--- config.mk ---
export PLATFORM = sky130hd
export DESIGN_NAME = hsla_to_rgba_unit_flat
export DESIGN_NICKNAME = d
export VERILOG_FILES = /design/src/hdl/hslrgb_pkg.sv /design/src/hdl/hslrgb_in_if.sv /design/src/hdl/hslrgb_out_if.sv /design/src/hdl/hsla_to_rgba_unit.sv /design/src/flat_wrapper.sv
export VERILOG_INCLUDE_DIRS = /design/src /design/src/hdl
export SDC_FILE = /design/constraint.sdc
export NUM_CORES = 2
export LEC_CHECK = 0
export ABC_AREA = 1
export ABC_CLOCK_PERIOD_IN_PS = 14290
export BUFFER_PORTS_ARGS = -buffer_cell sky130_fd_sc_hd__buf_2
export CAP_MARGIN = 20
export CORE_ASPECT_RATIO = 0.7
export CORE_UTILIZATION = 52
export DETAILED_ROUTE_END_ITERATION = 8
export PLACE_DENSITY = 0.7
export SETUP_SLACK_MARGIN = 0.05
export SLEW_MARGIN = 15
export SYNTH_ARGS = -nofsm -noshare
export SYNTH_HDL_FRONTEND = slang
export SYNTH_SLANG_ARGS = --single-unit
--- constraint.sdc ---
create_clock -name clk -period 14.29 [get_ports clk]
set_input_delay 2.858 -clock clk [delete_from_list [all_inputs] [get_ports clk]]
set_output_delay 2.858 -clock clk [all_outputs]
set_load 0.03 [all_outputs]
--- src/hdl/assert_macros.svh ---
// Assertion helpers for the RTL files, included by hsla_to_rgba_unit.
// Both macros assert on the rising clock edge and are off while rst_n is low.
`ifndef ASSERT_MACROS_SVH
`define ASSERT_MACROS_SVH
`ifndef SYNTH
// The expression must be true at every clock edge.
`define ASSERT_HOLDS(label, clk, rst_n, expr) \
    label: assert property (@(posedge clk) disable iff (!rst_n) (expr)) \
        else $error("assertion failed");
// The consequent must be true at the clock edge after the antecedent.
`define ASSERT_NEXT(label, clk, rst_n, ante, cons) \
    label: assert property (@(posedge clk) disable iff (!rst_n) (ante) |=> (cons)) \
        else $error("assertion failed");
`else
`define ASSERT_HOLDS(label, clk, rst_n, expr)
`define ASSERT_NEXT(label, clk, rst_n, ante, cons)
`endif
`endif

--- src/hdl/hslrgb_pkg.sv ---
package hslrgb_pkg;

    // Field widths of the two channels.
    localparam int HUE_W  = 20;
    localparam int Q12_W  = 16;
    localparam int BYTE_W = 8;

    typedef logic signed [HUE_W-1:0] hue_t;
    typedef logic signed [Q12_W-1:0] q12_t;
    typedef logic [BYTE_W-1:0]       byte_t;

    // Offset hue (hue plus a whole number of turns), never negative.
    typedef logic [HUE_W:0] hoff_t;
    // Hue wrapped into one turn, 0 to 23039.
    typedef logic [14:0]    hmod_t;
    // Estimated turn count of the offset hue.
    typedef logic [5:0]     hturn_t;

    // One Q4.12 unit.
    localparam q12_t Q12_ONE = 16'sd4096;

    // 360 degrees with 6 fraction bits, and 360 * 64 = 45 << 9.
    localparam hoff_t HUE_TURN     = 21'd23040;
    localparam int    HUE_DIV      = 45;
    // Bias that lifts the offset-binary hue (hue + 2^19) to hue + 23 turns.
    localparam hoff_t HUE_BIAS     = 21'd5632;
    // floor(2^16 / 45): underestimates the turn count by at most one.
    localparam logic [10:0] HUE_RECIP = 11'd1456;

endpackage

--- src/hdl/hslrgb_in_if.sv ---
interface hslrgb_in_if;

    logic                valid;
    logic                ready;
    hslrgb_pkg::hue_t    hue;
    hslrgb_pkg::q12_t    saturation;
    hslrgb_pkg::q12_t    lightness;
    hslrgb_pkg::q12_t    opacity;

    modport source
    (
        output valid,
        output hue,
        output saturation,
        output lightness,
        output opacity,
        input  ready
    );

    modport sink
    (
        input  valid,
        input  hue,
        input  saturation,
        input  lightness,
        input  opacity,
        output ready
    );

endinterface

--- src/hdl/hslrgb_out_if.sv ---
interface hslrgb_out_if;

    logic                valid;
    logic                ready;
    hslrgb_pkg::byte_t   red;
    hslrgb_pkg::byte_t   green;
    hslrgb_pkg::byte_t   blue;
    hslrgb_pkg::byte_t   alpha_out;

    modport source
    (
        output valid,
        output red,
        output green,
        output blue,
        output alpha_out,
        input  ready
    );

    modport sink
    (
        input  valid,
        input  red,
        input  green,
        input  blue,
        input  alpha_out,
        output ready
    );

endinterface

--- src/hdl/hsla_to_rgba_unit.sv ---
// HSLA to RGBA pixel converter, CSS3 hue-to-RGB method.
// The hsla channel carries one color per transfer: hue in signed degrees with
// 6 fraction bits, saturation, lightness and opacity as signed Q4.12. The rgba
// channel returns one pixel per color: red, green, blue and alpha_out bytes.
// Both channels transfer when valid and ready are high at a rising clk edge.
// rgba.valid rises once the color has passed through every stage and sits in the
// output register. Throughput is one pixel per cycle while rgba.ready is high.
// The datapath is a nine-stage pipeline: turn estimate and input clamping, hue
// wrap with lightness times saturation, hue scaling by a reciprocal multiply
// with q and p, quotient correction, the channel offsets, the ramp selection,
// one multiplier per color channel, the channel clamp, and the byte rounding
// stage that is also the output register.
// Each stage holds a valid bit and loads when it is empty or the stage after it
// moves, so a stalled receiver holds the last stage while empty stages ahead of
// it keep filling; hsla.ready drops only when every stage is full and
// rgba.ready is low. rst_n clears all valid bits asynchronously; no pixel is
// output until a color is accepted after reset.
`include "assert_macros.svh"

module hsla_to_rgba_unit
#(
    parameter int INTERNAL_FRACTION_BITS = 16
)
(
    input  logic                clk,
    input  logic                rst_n,
    hslrgb_in_if.sink           hsla,
    hslrgb_out_if.source        rgba
);

    localparam int F  = INTERNAL_FRACTION_BITS;
    localparam int NS = 9;
    localparam int NW = F + 6;
    localparam int NCH = 3;

    typedef logic [F-1:0]     frac_t;
    typedef logic [F:0]       unit_t;
    typedef logic [F+1:0]     wide_t;
    typedef logic [F+3:0]     ext_t;
    typedef logic [2*F+1:0]   prod_t;
    typedef logic [NW-1:0]    num_t;
    typedef logic [2*F+6:0]   qprod_t;

    typedef struct packed
    {
        logic  use_q;
        unit_t d;
    } chan_ctl_t;

    localparam int    ONE_I      = 1 << F;
    localparam unit_t ONE        = unit_t'(ONE_I);
    localparam unit_t HALF       = unit_t'(ONE_I / 2);
    localparam unit_t THIRD      = unit_t'(ONE_I / 3);
    localparam unit_t SIXTH      = unit_t'(ONE_I / 6);
    localparam unit_t TWO_THIRDS = unit_t'((2 * ONE_I) / 3);
    localparam int    RECIP_I    = (1 << NW) / hslrgb_pkg::HUE_DIV;
    localparam unit_t HUE_RECIP_F = unit_t'(RECIP_I);

    // Clamp a Q4.12 value to 0..1 and rescale it to F fraction bits.
    function automatic unit_t unit_from_q12(input hslrgb_pkg::q12_t x);
        logic [12:0]   c;
        logic [F+12:0] w;
        if (x[hslrgb_pkg::Q12_W-1])
            c = '0;
        else if (x > hslrgb_pkg::Q12_ONE)
            c = 13'(hslrgb_pkg::Q12_ONE);
        else
            c = x[12:0];
        w = {c, {F{1'b0}}};
        return w[F+12:12];
    endfunction

    // Scale a 0..1 value by 255 and round half up.
    function automatic hslrgb_pkg::byte_t to_byte(input unit_t v);
        logic [F+8:0] acc;
        acc = {v, 8'd0} - {8'd0, v} + {8'd0, HALF};
        return acc[F+7:F];
    endfunction

    // Pick the ramp segment for a channel position t in 0..1.
    function automatic chan_ctl_t chan_ctl(input unit_t t);
        chan_ctl_t c;
        ext_t      six;
        c.use_q = 1'b0;
        c.d     = '0;
        six     = '0;
        if (t < SIXTH)
        begin
            six = ext_t'(t) * ext_t'(6);
            c.d = six[F:0];
        end
        else if (t < HALF)
        begin
            c.use_q = 1'b1;
        end
        else if (t < TWO_THIRDS)
        begin
            six = ext_t'(TWO_THIRDS - t) * ext_t'(6);
            c.d = six[F:0];
        end
        return c;
    endfunction

    // Stage valid bits and load enables.
    logic [NS-1:0] vld_reg;
    logic [NS-1:0] stage_en;

    // Stage 1: offset hue, turn estimate, clamped inputs.
    hslrgb_pkg::hoff_t  s1_hue_next, s1_hue_reg;
    hslrgb_pkg::hturn_t s1_k_next, s1_k_reg;
    unit_t              s1_sat_next, s1_sat_reg;
    unit_t              s1_lit_next, s1_lit_reg;
    unit_t              s1_alpha_next, s1_alpha_reg;
    logic [22:0]        k_prod;

    // Stage 2: wrapped hue, lightness times saturation, alpha byte.
    hslrgb_pkg::hmod_t  s2_hmod_next, s2_hmod_reg;
    unit_t              s2_ls_next, s2_ls_reg;
    unit_t              s2_sat_reg, s2_lit_reg;
    hslrgb_pkg::byte_t  s2_abyte_next, s2_abyte_reg;
    hslrgb_pkg::hoff_t  hue_rem;
    prod_t              ls_prod;

    // Stage 3: hue quotient estimate, q and p.
    num_t               s3_num_next, s3_num_reg;
    frac_t              s3_qhat_next, s3_qhat_reg;
    unit_t              s3_q_next, s3_q_reg;
    unit_t              s3_p_next, s3_p_reg;
    hslrgb_pkg::byte_t  s3_abyte_reg;
    qprod_t             q_prod;
    wide_t              q_wide, p_wide;

    // Stage 4: hue as a fraction of a turn, span q - p.
    frac_t              s4_h_next, s4_h_reg;
    unit_t              s4_span_next, s4_span_reg;
    unit_t              s4_q_reg, s4_p_reg;
    hslrgb_pkg::byte_t  s4_abyte_reg;
    num_t               hq_rem;

    // Stage 5: channel positions.
    unit_t              s5_t_next [NCH];
    unit_t              s5_t_reg  [NCH];
    unit_t              s5_q_reg, s5_p_reg, s5_span_reg;
    hslrgb_pkg::byte_t  s5_abyte_reg;
    unit_t              t_red;

    // Stage 6: ramp selection.
    chan_ctl_t          s6_ctl_next [NCH];
    chan_ctl_t          s6_ctl_reg  [NCH];
    unit_t              s6_q_reg, s6_p_reg, s6_span_reg;
    hslrgb_pkg::byte_t  s6_abyte_reg;

    // Stage 7: ramp products.
    unit_t              s7_inc_next [NCH];
    unit_t              s7_inc_reg  [NCH];
    logic [NCH-1:0]     s7_use_q_reg;
    unit_t              s7_q_reg, s7_p_reg;
    hslrgb_pkg::byte_t  s7_abyte_reg;
    prod_t              ramp_prod [NCH];

    // Stage 8: clamped channel values.
    unit_t              s8_v_next [NCH];
    unit_t              s8_v_reg  [NCH];
    hslrgb_pkg::byte_t  s8_abyte_reg;
    wide_t              v_sum [NCH];

    // Stage 9: output bytes.
    hslrgb_pkg::byte_t  s9_byte_next [NCH];
    hslrgb_pkg::byte_t  s9_byte_reg  [NCH];
    hslrgb_pkg::byte_t  s9_abyte_reg;

    // A stage loads when it is empty or when the stage after it moves on.
    always_comb
    begin
        stage_en[NS-1] = !vld_reg[NS-1] || rgba.ready;
        for (int i = NS - 2; i >= 0; i--)
        begin
            stage_en[i] = !vld_reg[i] || stage_en[i+1];
        end
    end

    assign hsla.ready = stage_en[0];

    always_ff @(posedge clk or negedge rst_n)
    begin
        if (!rst_n)
        begin
            vld_reg <= '0;
        end
        else
        begin
            if (stage_en[0])
            begin
                vld_reg[0] <= hsla.valid;
            end
            for (int i = 1; i < NS; i++)
            begin
                if (stage_en[i])
                begin
                    vld_reg[i] <= vld_reg[i-1];
                end
            end
        end
    end

    // Offset the hue by 23 turns so it is never negative, then estimate the
    // turn count as ((hue >> 9) * 1456) >> 16, which is low by at most one.
    always_comb
    begin
        s1_hue_next   = {1'b0, ~hsla.hue[hslrgb_pkg::HUE_W-1],
                         hsla.hue[hslrgb_pkg::HUE_W-2:0]} + hslrgb_pkg::HUE_BIAS;
        k_prod        = 23'(s1_hue_next[20:9]) * 23'(hslrgb_pkg::HUE_RECIP);
        s1_k_next     = k_prod[21:16];
        s1_sat_next   = unit_from_q12(hsla.saturation);
        s1_lit_next   = unit_from_q12(hsla.lightness);
        s1_alpha_next = unit_from_q12(hsla.opacity);
    end

    // Remove the turns with one correction step; form l * s.
    always_comb
    begin
        hue_rem = s1_hue_reg - hslrgb_pkg::hoff_t'(s1_k_reg) * hslrgb_pkg::HUE_TURN;
        if (hue_rem >= hslrgb_pkg::HUE_TURN)
            s2_hmod_next = hslrgb_pkg::hmod_t'(hue_rem - hslrgb_pkg::HUE_TURN);
        else
            s2_hmod_next = hslrgb_pkg::hmod_t'(hue_rem);
        ls_prod       = prod_t'(s1_lit_reg) * prod_t'(s1_sat_reg);
        s2_ls_next    = ls_prod[2*F:F];
        s2_abyte_next = to_byte(s1_alpha_reg);
    end

    // Scale the wrapped hue: (hmod << (F-9)) / 45 by a reciprocal multiply.
    // Form q from l, s and l * s, and p = 2l - q.
    always_comb
    begin
        s3_num_next  = {s2_hmod_reg, {(F-9){1'b0}}};
        q_prod       = qprod_t'(s3_num_next) * qprod_t'(HUE_RECIP_F);
        s3_qhat_next = q_prod[2*F+5:F+6];
        if (s2_lit_reg < HALF)
            q_wide = wide_t'(s2_lit_reg) + wide_t'(s2_ls_reg);
        else
            q_wide = wide_t'(s2_lit_reg) + wide_t'(s2_sat_reg) - wide_t'(s2_ls_reg);
        p_wide    = {s2_lit_reg, 1'b0} - q_wide;
        s3_q_next = q_wide[F:0];
        s3_p_next = p_wide[F:0];
    end

    // Correct the hue quotient; the span is never negative.
    always_comb
    begin
        hq_rem       = s3_num_reg - num_t'(s3_qhat_reg) * num_t'(hslrgb_pkg::HUE_DIV);
        s4_h_next    = s3_qhat_reg + frac_t'(hq_rem >= num_t'(hslrgb_pkg::HUE_DIV));
        s4_span_next = s3_q_reg - s3_p_reg;
    end

    // Channel positions: red leads by a third, blue trails by a third. A red
    // position equal to one is kept as is.
    always_comb
    begin
        t_red = unit_t'({1'b0, s4_h_reg}) + THIRD;
        if (t_red > ONE)
            s5_t_next[0] = t_red - ONE;
        else
            s5_t_next[0] = t_red;
        s5_t_next[1] = unit_t'({1'b0, s4_h_reg});
        if (unit_t'({1'b0, s4_h_reg}) >= THIRD)
            s5_t_next[2] = unit_t'({1'b0, s4_h_reg}) - THIRD;
        else
            s5_t_next[2] = unit_t'({1'b0, s4_h_reg}) + (ONE - THIRD);
    end

    // Ramp segment per channel, then the ramp product, then the final value.
    always_comb
    begin
        for (int c = 0; c < NCH; c++)
        begin
            s6_ctl_next[c] = chan_ctl(s5_t_reg[c]);
            ramp_prod[c]   = prod_t'(s6_span_reg) * prod_t'(s6_ctl_reg[c].d);
            s7_inc_next[c] = ramp_prod[c][2*F:F];
            if (s7_use_q_reg[c])
                v_sum[c] = wide_t'(s7_q_reg);
            else
                v_sum[c] = wide_t'(s7_p_reg) + wide_t'(s7_inc_reg[c]);
            if (v_sum[c] > wide_t'(ONE))
                s8_v_next[c] = ONE;
            else
                s8_v_next[c] = v_sum[c][F:0];
            s9_byte_next[c] = to_byte(s8_v_reg[c]);
        end
    end

    // Pipeline payload registers.
    always_ff @(posedge clk)
    begin
        if (stage_en[0])
        begin
            s1_hue_reg   <= s1_hue_next;
            s1_k_reg     <= s1_k_next;
            s1_sat_reg   <= s1_sat_next;
            s1_lit_reg   <= s1_lit_next;
            s1_alpha_reg <= s1_alpha_next;
        end
        if (stage_en[1])
        begin
            s2_hmod_reg  <= s2_hmod_next;
            s2_ls_reg    <= s2_ls_next;
            s2_sat_reg   <= s1_sat_reg;
            s2_lit_reg   <= s1_lit_reg;
            s2_abyte_reg <= s2_abyte_next;
        end
        if (stage_en[2])
        begin
            s3_num_reg   <= s3_num_next;
            s3_qhat_reg  <= s3_qhat_next;
            s3_q_reg     <= s3_q_next;
            s3_p_reg     <= s3_p_next;
            s3_abyte_reg <= s2_abyte_reg;
        end
        if (stage_en[3])
        begin
            s4_h_reg     <= s4_h_next;
            s4_span_reg  <= s4_span_next;
            s4_q_reg     <= s3_q_reg;
            s4_p_reg     <= s3_p_reg;
            s4_abyte_reg <= s3_abyte_reg;
        end
        if (stage_en[4])
        begin
            s5_t_reg     <= s5_t_next;
            s5_q_reg     <= s4_q_reg;
            s5_p_reg     <= s4_p_reg;
            s5_span_reg  <= s4_span_reg;
            s5_abyte_reg <= s4_abyte_reg;
        end
        if (stage_en[5])
        begin
            s6_ctl_reg   <= s6_ctl_next;
            s6_q_reg     <= s5_q_reg;
            s6_p_reg     <= s5_p_reg;
            s6_span_reg  <= s5_span_reg;
            s6_abyte_reg <= s5_abyte_reg;
        end
        if (stage_en[6])
        begin
            s7_inc_reg   <= s7_inc_next;
            for (int c = 0; c < NCH; c++)
            begin
                s7_use_q_reg[c] <= s6_ctl_reg[c].use_q;
            end
            s7_q_reg     <= s6_q_reg;
            s7_p_reg     <= s6_p_reg;
            s7_abyte_reg <= s6_abyte_reg;
        end
        if (stage_en[7])
        begin
            s8_v_reg     <= s8_v_next;
            s8_abyte_reg <= s7_abyte_reg;
        end
        if (stage_en[8])
        begin
            s9_byte_reg  <= s9_byte_next;
            s9_abyte_reg <= s8_abyte_reg;
        end
    end

    // Output channel.
    assign rgba.valid     = vld_reg[NS-1];
    assign rgba.red       = s9_byte_reg[0];
    assign rgba.green     = s9_byte_reg[1];
    assign rgba.blue      = s9_byte_reg[2];
    assign rgba.alpha_out = s9_abyte_reg;

    // An accepted color always lands in the first stage.
    `ASSERT_NEXT(a_accept_enters, clk, rst_n, hsla.valid && hsla.ready, vld_reg[0])
    // The turn correction leaves the hue inside one turn.
    `ASSERT_HOLDS(a_hue_wrapped, clk, rst_n, !vld_reg[1] || (s2_hmod_reg < hslrgb_pkg::HUE_TURN))
    // q never falls below p, and the span stays within one unit.
    `ASSERT_HOLDS(a_span_range, clk, rst_n, !vld_reg[3] || (s4_span_reg <= ONE && s4_q_reg >= s4_p_reg))

endmodule
--- src/flat_wrapper.sv ---
// flat-port wrapper written by rule: the top's interface ports become plain ports
module hsla_to_rgba_unit_flat 
#(
    parameter int INTERNAL_FRACTION_BITS = 16
)
  (clk, rst_n, hsla_valid, hsla_hue, hsla_saturation, hsla_lightness, hsla_opacity, hsla_ready, rgba_valid, rgba_red, rgba_green, rgba_blue, rgba_alpha_out, rgba_ready);
  hslrgb_in_if hsla_i ();
  hslrgb_out_if rgba_i ();
  input  logic clk;
  input  logic rst_n;
  input wire logic [$bits(hsla_i.valid)-1:0] hsla_valid;
  input wire logic [$bits(hsla_i.hue)-1:0] hsla_hue;
  input wire logic [$bits(hsla_i.saturation)-1:0] hsla_saturation;
  input wire logic [$bits(hsla_i.lightness)-1:0] hsla_lightness;
  input wire logic [$bits(hsla_i.opacity)-1:0] hsla_opacity;
  output wire logic [$bits(hsla_i.ready)-1:0] hsla_ready;
  output wire logic [$bits(rgba_i.valid)-1:0] rgba_valid;
  output wire logic [$bits(rgba_i.red)-1:0] rgba_red;
  output wire logic [$bits(rgba_i.green)-1:0] rgba_green;
  output wire logic [$bits(rgba_i.blue)-1:0] rgba_blue;
  output wire logic [$bits(rgba_i.alpha_out)-1:0] rgba_alpha_out;
  input wire logic [$bits(rgba_i.ready)-1:0] rgba_ready;
  assign hsla_i.valid = hsla_valid;
  assign hsla_i.hue = hsla_hue;
  assign hsla_i.saturation = hsla_saturation;
  assign hsla_i.lightness = hsla_lightness;
  assign hsla_i.opacity = hsla_opacity;
  assign hsla_ready = hsla_i.ready;
  assign rgba_valid = rgba_i.valid;
  assign rgba_red = rgba_i.red;
  assign rgba_green = rgba_i.green;
  assign rgba_blue = rgba_i.blue;
  assign rgba_alpha_out = rgba_i.alpha_out;
  assign rgba_i.ready = rgba_ready;
  hsla_to_rgba_unit #(.INTERNAL_FRACTION_BITS(INTERNAL_FRACTION_BITS)) u_core (.clk(clk), .rst_n(rst_n), .hsla(hsla_i), .rgba(rgba_i));
endmodule
After elaboration in Yosys (flattened, before gate mapping)
Index checks and enable logic that the tools add are counted.
Cells by class
  muxes and demuxes: 22
  multipliers: 14
  bitwise operators: 1
  magnitude comparators: 20
  $add $sub $neg: 28
  reduce and logical (&&, ||, !) cells: 24
Operators by type and width (count)
  $mux W17: 12
  $mul A17 B17 Y33: 3
  $add A24 B16 Y24 const B: 4
  $sub A24 B17 Y24: 4
  $lt A17 B16 Y1 const B: 5
  $mul A20 B2 Y16 const B: 3
  $add A17 B17 Y18: 3
  $gt A18 B17 Y1 const B: 3
  $mux W18: 3
  $sub A17 B17 Y17: 3
  $gt A16 B14 Y1 const B: 3
  $mux W13: 3
  $sub A16 B17 Y18 const A: 2
  $add A17 B17 Y17: 2
  $lt A17 B14 Y1 const B: 2
  $mul A17 B2 Y16 const B: 2
  $lt A16 B16 Y1 const B: 2
  $mul A15 B16 Y30 const B: 1
  $mul A13 B13 Y25: 1
  $ge A22 B6 Y1 const B: 1
  $mul A16 B6 Y22 const B: 1
  $sub A22 B22 Y22: 1
  $add A20 B13 Y21 const B: 1
  $ge A21 B15 Y1 const B: 1
  20 further kinds: 43
Word-level totals
  bits of input ports: 72
  word-level logic and storage cells: 176
  bits in registers: 698

Logic depth before layout (Yosys ltp)
  depth in word-level cells: 10
  gate-level depth with buffers: 30

Worst setup path before layout
Ideal clock, no wire load.
  path type: input port to output port
  start point: in rgba_ready
  end point: out hsla_ready
  data required time: 11.432 ns
  path slack: -0.888 ns
  stages: 14
  arrival: 12.320 ns
  cell sequence: nor2_1 -> inv_2 -> nor2_1 -> inv_2 -> nor2_1 -> inv_2 -> nor2_1 -> inv_2 -> nor2_1 -> inv_1 -> nor2_2 -> nand2_1 -> nor2_2 -> nand2_1
On the way
  longest elaborated chain between the ends: 9
RTL lines
  start: declaration: RTL line flat_wrapper.sv:22  | input wire logic [$bits(rgba_i.ready)-1:0] rgba_ready;
  $logic_or A1 B1 Y1: RTL line hsla_to_rgba_unit.sv:175  | stage_en[NS-1] = !vld_reg[NS-1] || rgba.ready;
  via u_core.stage_en[8]: RTL line hsla_to_rgba_unit.sv:106  | logic [NS-1:0] stage_en;
  $logic_or A1 B1 Y1: RTL line hsla_to_rgba_unit.sv:178  | stage_en[i] = !vld_reg[i] || stage_en[i+1];
  via u_core.stage_en[7]: RTL line hsla_to_rgba_unit.sv:106
  $logic_or A1 B1 Y1: RTL line hsla_to_rgba_unit.sv:178
  via u_core.stage_en[6]: RTL line hsla_to_rgba_unit.sv:106
  $logic_or A1 B1 Y1: RTL line hsla_to_rgba_unit.sv:178
  via u_core.stage_en[5]: RTL line hsla_to_rgba_unit.sv:106
  $logic_or A1 B1 Y1: RTL line hsla_to_rgba_unit.sv:178
  via u_core.stage_en[4]: RTL line hsla_to_rgba_unit.sv:106
  $logic_or A1 B1 Y1 (2 in series): RTL line hsla_to_rgba_unit.sv:178
  via u_core.stage_en[2]: RTL line hsla_to_rgba_unit.sv:106
  $logic_or A1 B1 Y1 (2 in series): RTL line hsla_to_rgba_unit.sv:178
  end: declaration: RTL line flat_wrapper.sv:16  | output wire logic [$bits(hsla_i.ready)-1:0] hsla_ready;
The timed path passes the listed nets, and every way through them passes these cells.

Worst setup path in the final report
Same ends and word-level chain as after synthesis.

==> flow_metrics.py <==
metrics = {
    "route": {
        "drtAntennaViolNets": 0,
        "routed_wl_um": 193000,
        "via_count": 60337,
        "routed_via_density": 5.32,
        "drtIter0Drc": 4739,
        "drcViolationCount": 0,
        "routedWlPerCell_um": 17.0,
        "drtPass1Iterations": 7,
    },
    "worst_setup_path": {
        "timing.rr.end": "u_core.s7_inc_reg[31]",
        "cp_max_fo": 55,
        "start_kind": "input port",
        "endpoint_kind": "output pin",
        "rr_worst_depth": 18,
        "cpMostUsedCell": "nor2_1",
        "rrSetupSlack_ps": 7670,
        "cp.arrival_ps": 6660,
        "r2r-start": "u_core.s6_span_reg[14]",
        "crit_type": "in2out",
        "crit_end": "hsla_ready",
        "critPathRequiredTime_ps": 11430,
        "worstPathCellList": "buf_2, nor2_1, inv_2, nor2_1, inv_2, nor2_1, inv_4, nor2_1, inv_4, nor2_1, clkinvlp_4, nor2_2, nand2_4, nor2_2, nand2_4, buf_2",
        "critical_path.startpoint": "rgba_ready",
        "cp_slowest_cell": "clkinvlp_4",
        "cp_slowest_stage_delay_ps": 650,
    },
    "logic_synthesis": {
        "yosys_warnings": 0,
        "synth_cell_type_count": 67,
        "synth_edf_count": 678,
        "synth-seq-cells": 687,
        "synth_area_mm2": 0.0803,
        "yosysMostFrequentCell": "inv_1",
        "avgSynthCellArea_um2": 8.67,
        "synth_top_area_frac": 0.253,
        "ys.flop_type": "edfxtp_1",
        "synth_top_area_cell": "edfxtp_1",
        "async_reset_ff_frac": 0.0131,
        "synth_common_cells": "inv_1 (2232), nand2_1 (1917), ha_1 (977), fa_1 (868), edfxtp_1 (678)",
        "synth_area_leaders": "edfxtp_1 (25%), fa_1 (22%), ha_1 (15%), inv_1 (10%), nand2_1 (9.0%)",
        "yosysSeqAreaShare": 0.256,
        "netlist_instances": 9261,
    },
    "timing": {
        "finalSetupViolCount": 0,
        "final_period_minus_worst_setup_slack_ps": 9510,
        "fmax_mhz": 105,
        "report.final.slew_viol_count": 0,
        "finalCritPeriodShare": 0.666,
        "worstMarginPinSlew_ps": 996,
        "final.setup.tns_ps": 0,
        "hold_viol": 0,
        "skew_ps": 32.6,
        "rsz0062_at_grt": "false",
        "maxSlewHeadroom": 0.336,
    },
    "floorplan": {
        "die_w_um": 472,
        "num_rows": 120,
        "coreArea_mm2": 0.153,
        "io_pins": 106,
        "die-height_um": 331,
        "start_util": 0.525,
        "dieArea_mm2": 0.156,
    },
    "finish": {
        "fin_util": 0.556,
        "multi_input_area_mm2": 0.0504,
        "drive_above_1_share": 0.0425,
        "fin_nets": 11177,
        "area_growth_pct": 6.05,
        "fillCellCount": 13569,
        "seq_area_mm2": 0.0206,
    },
    "cts": {
        "cts_tree": "done",
        "clock_latency_ps": 710,
        "cts_setup_buffers": 0,
        "ctsResizeCount": 0,
        "path_clk_slew_ps": 60,
        "numClockSinks": 687,
        "cts_htree_levels": 3,
        "clockBufferDepth": 3,
        "numCtsBuffers": 72,
        "postCtsHoldBufs": 0,
        "cts-root-buf": "clkbuf_16",
    },
    "placed_design": {
        "gp_congestion": 0.937,
        "io_buffer_count": 105,
        "hpwl_um": 153000,
    },
    "hold_path": {
        "hold_class": "reg2reg",
    },
    "global_route": {
        "grt_pass1_wl_um": 313000,
        "grt.overflow.total": 0,
        "antenna_found_initial": 4,
        "grt_max_degree": 73,
        "grt_pass1_vias": 60261,
        "gr-usage-all-layers": 0.251,
    },
    "job": {
        "drv_cap": 0,
    },
    "status": {
        "status": "completed",
    },
}
## cell type report
type                       count  area share
clock inverter                44     0.00671
antenna                        3   0.0000881
sequential                   687       0.242
multi-input combinational   6111       0.592
timing repair buffer         131     0.00846
tap                         2013      0.0296
inverter                    2257      0.0995
clock buffer                  89      0.0219
## cell usage in the layout, fill, tap and decap left out, types with 24 or more instances in the layout
master / instances
inv_1: 2229
nand2_1: 1915
ha_1: 977
fa_1: 868
edfxtp_1: 678
a21oi_1: 487
nor2_1: 410
nand3_1: 285
xor2_1: 245
o21ai_0: 235
buf_2: 105
xnor2_1: 102
clkbuf_16: 72
nor3_1: 71
nand4_1: 65
a21oi_2: 39
a21o_1: 33
o21bai_1: 29
nor4_1: 28
conb_1: 27
buf_4: 26
inv_2: 24
o21a_1: 24
o22ai_1: 24
## metrics by stage
stage	hold slack [ps]	setup WS [ps]	std cells	instance area (um2)
2_1_floorplan	400	638	9286	80400
3_3_place_gp	401	4580	11199	82700
3_5_place_dp	405	4660	11199	82700
4_1_cts	408	4650	11332	85200
5_1_grt	419	4270	11332	85200
6_report	412	4780	11335	85200
## worst min path at each step
stage,cells after the start,from,to,slack (ps)
floorplan,0,u_core.s8_abyte_reg[0],u_core.rgba.alpha_out[0],400
global placement,0,u_core.s5_q_reg[2],u_core.s6_q_reg[2],400
detailed placement,0,u_core.s8_abyte_reg[1],u_core.rgba.alpha_out[1],400
CTS,0,u_core.s3_abyte_reg[5],u_core.s4_abyte_reg[5],410
global route,0,u_core.s5_abyte_reg[4],u_core.s6_abyte_reg[4],420
finish,0,u_core.s3_abyte_reg[5],u_core.s4_abyte_reg[5],410
## kinds of logic (layout without fill, tap and decap cells)
kind of cell | Yosys count | count (layout) | synth area share
fa+ha+maj | 1845 | 1845 | 0.368
flops | 687 | 687 | 0.256
buf+inv | 2488 | 2521 | 0.117
other cells | 2 | 30 | 0.0000935
compound gates | 1017 | 1017 | 0.0727
xor+xnor | 347 | 347 | 0.0378
simple gates | 2875 | 2875 | 0.147
## layer usage
metal | track usage | up-vias | part of all wire
met5 | 0.000896 | - | 0
met4 | 0.0482 | 0 | 0.015
met3 | 0.0412 | 232 | 0.086
met2 | 0.383 | 2198 | 0.42
met1 | 0.376 | 29065 | 0.47
li1 | - | 28842 | -
## critical path: cells and delay by family
kind                   cells  cell delay, ps
and+or+nand+nor            9            2000
buffers and inverters      7            1770
Power is left out: the tool's default activity adds up to more than one toggle a clock period on the data nets, which glitch-free logic cannot reach.
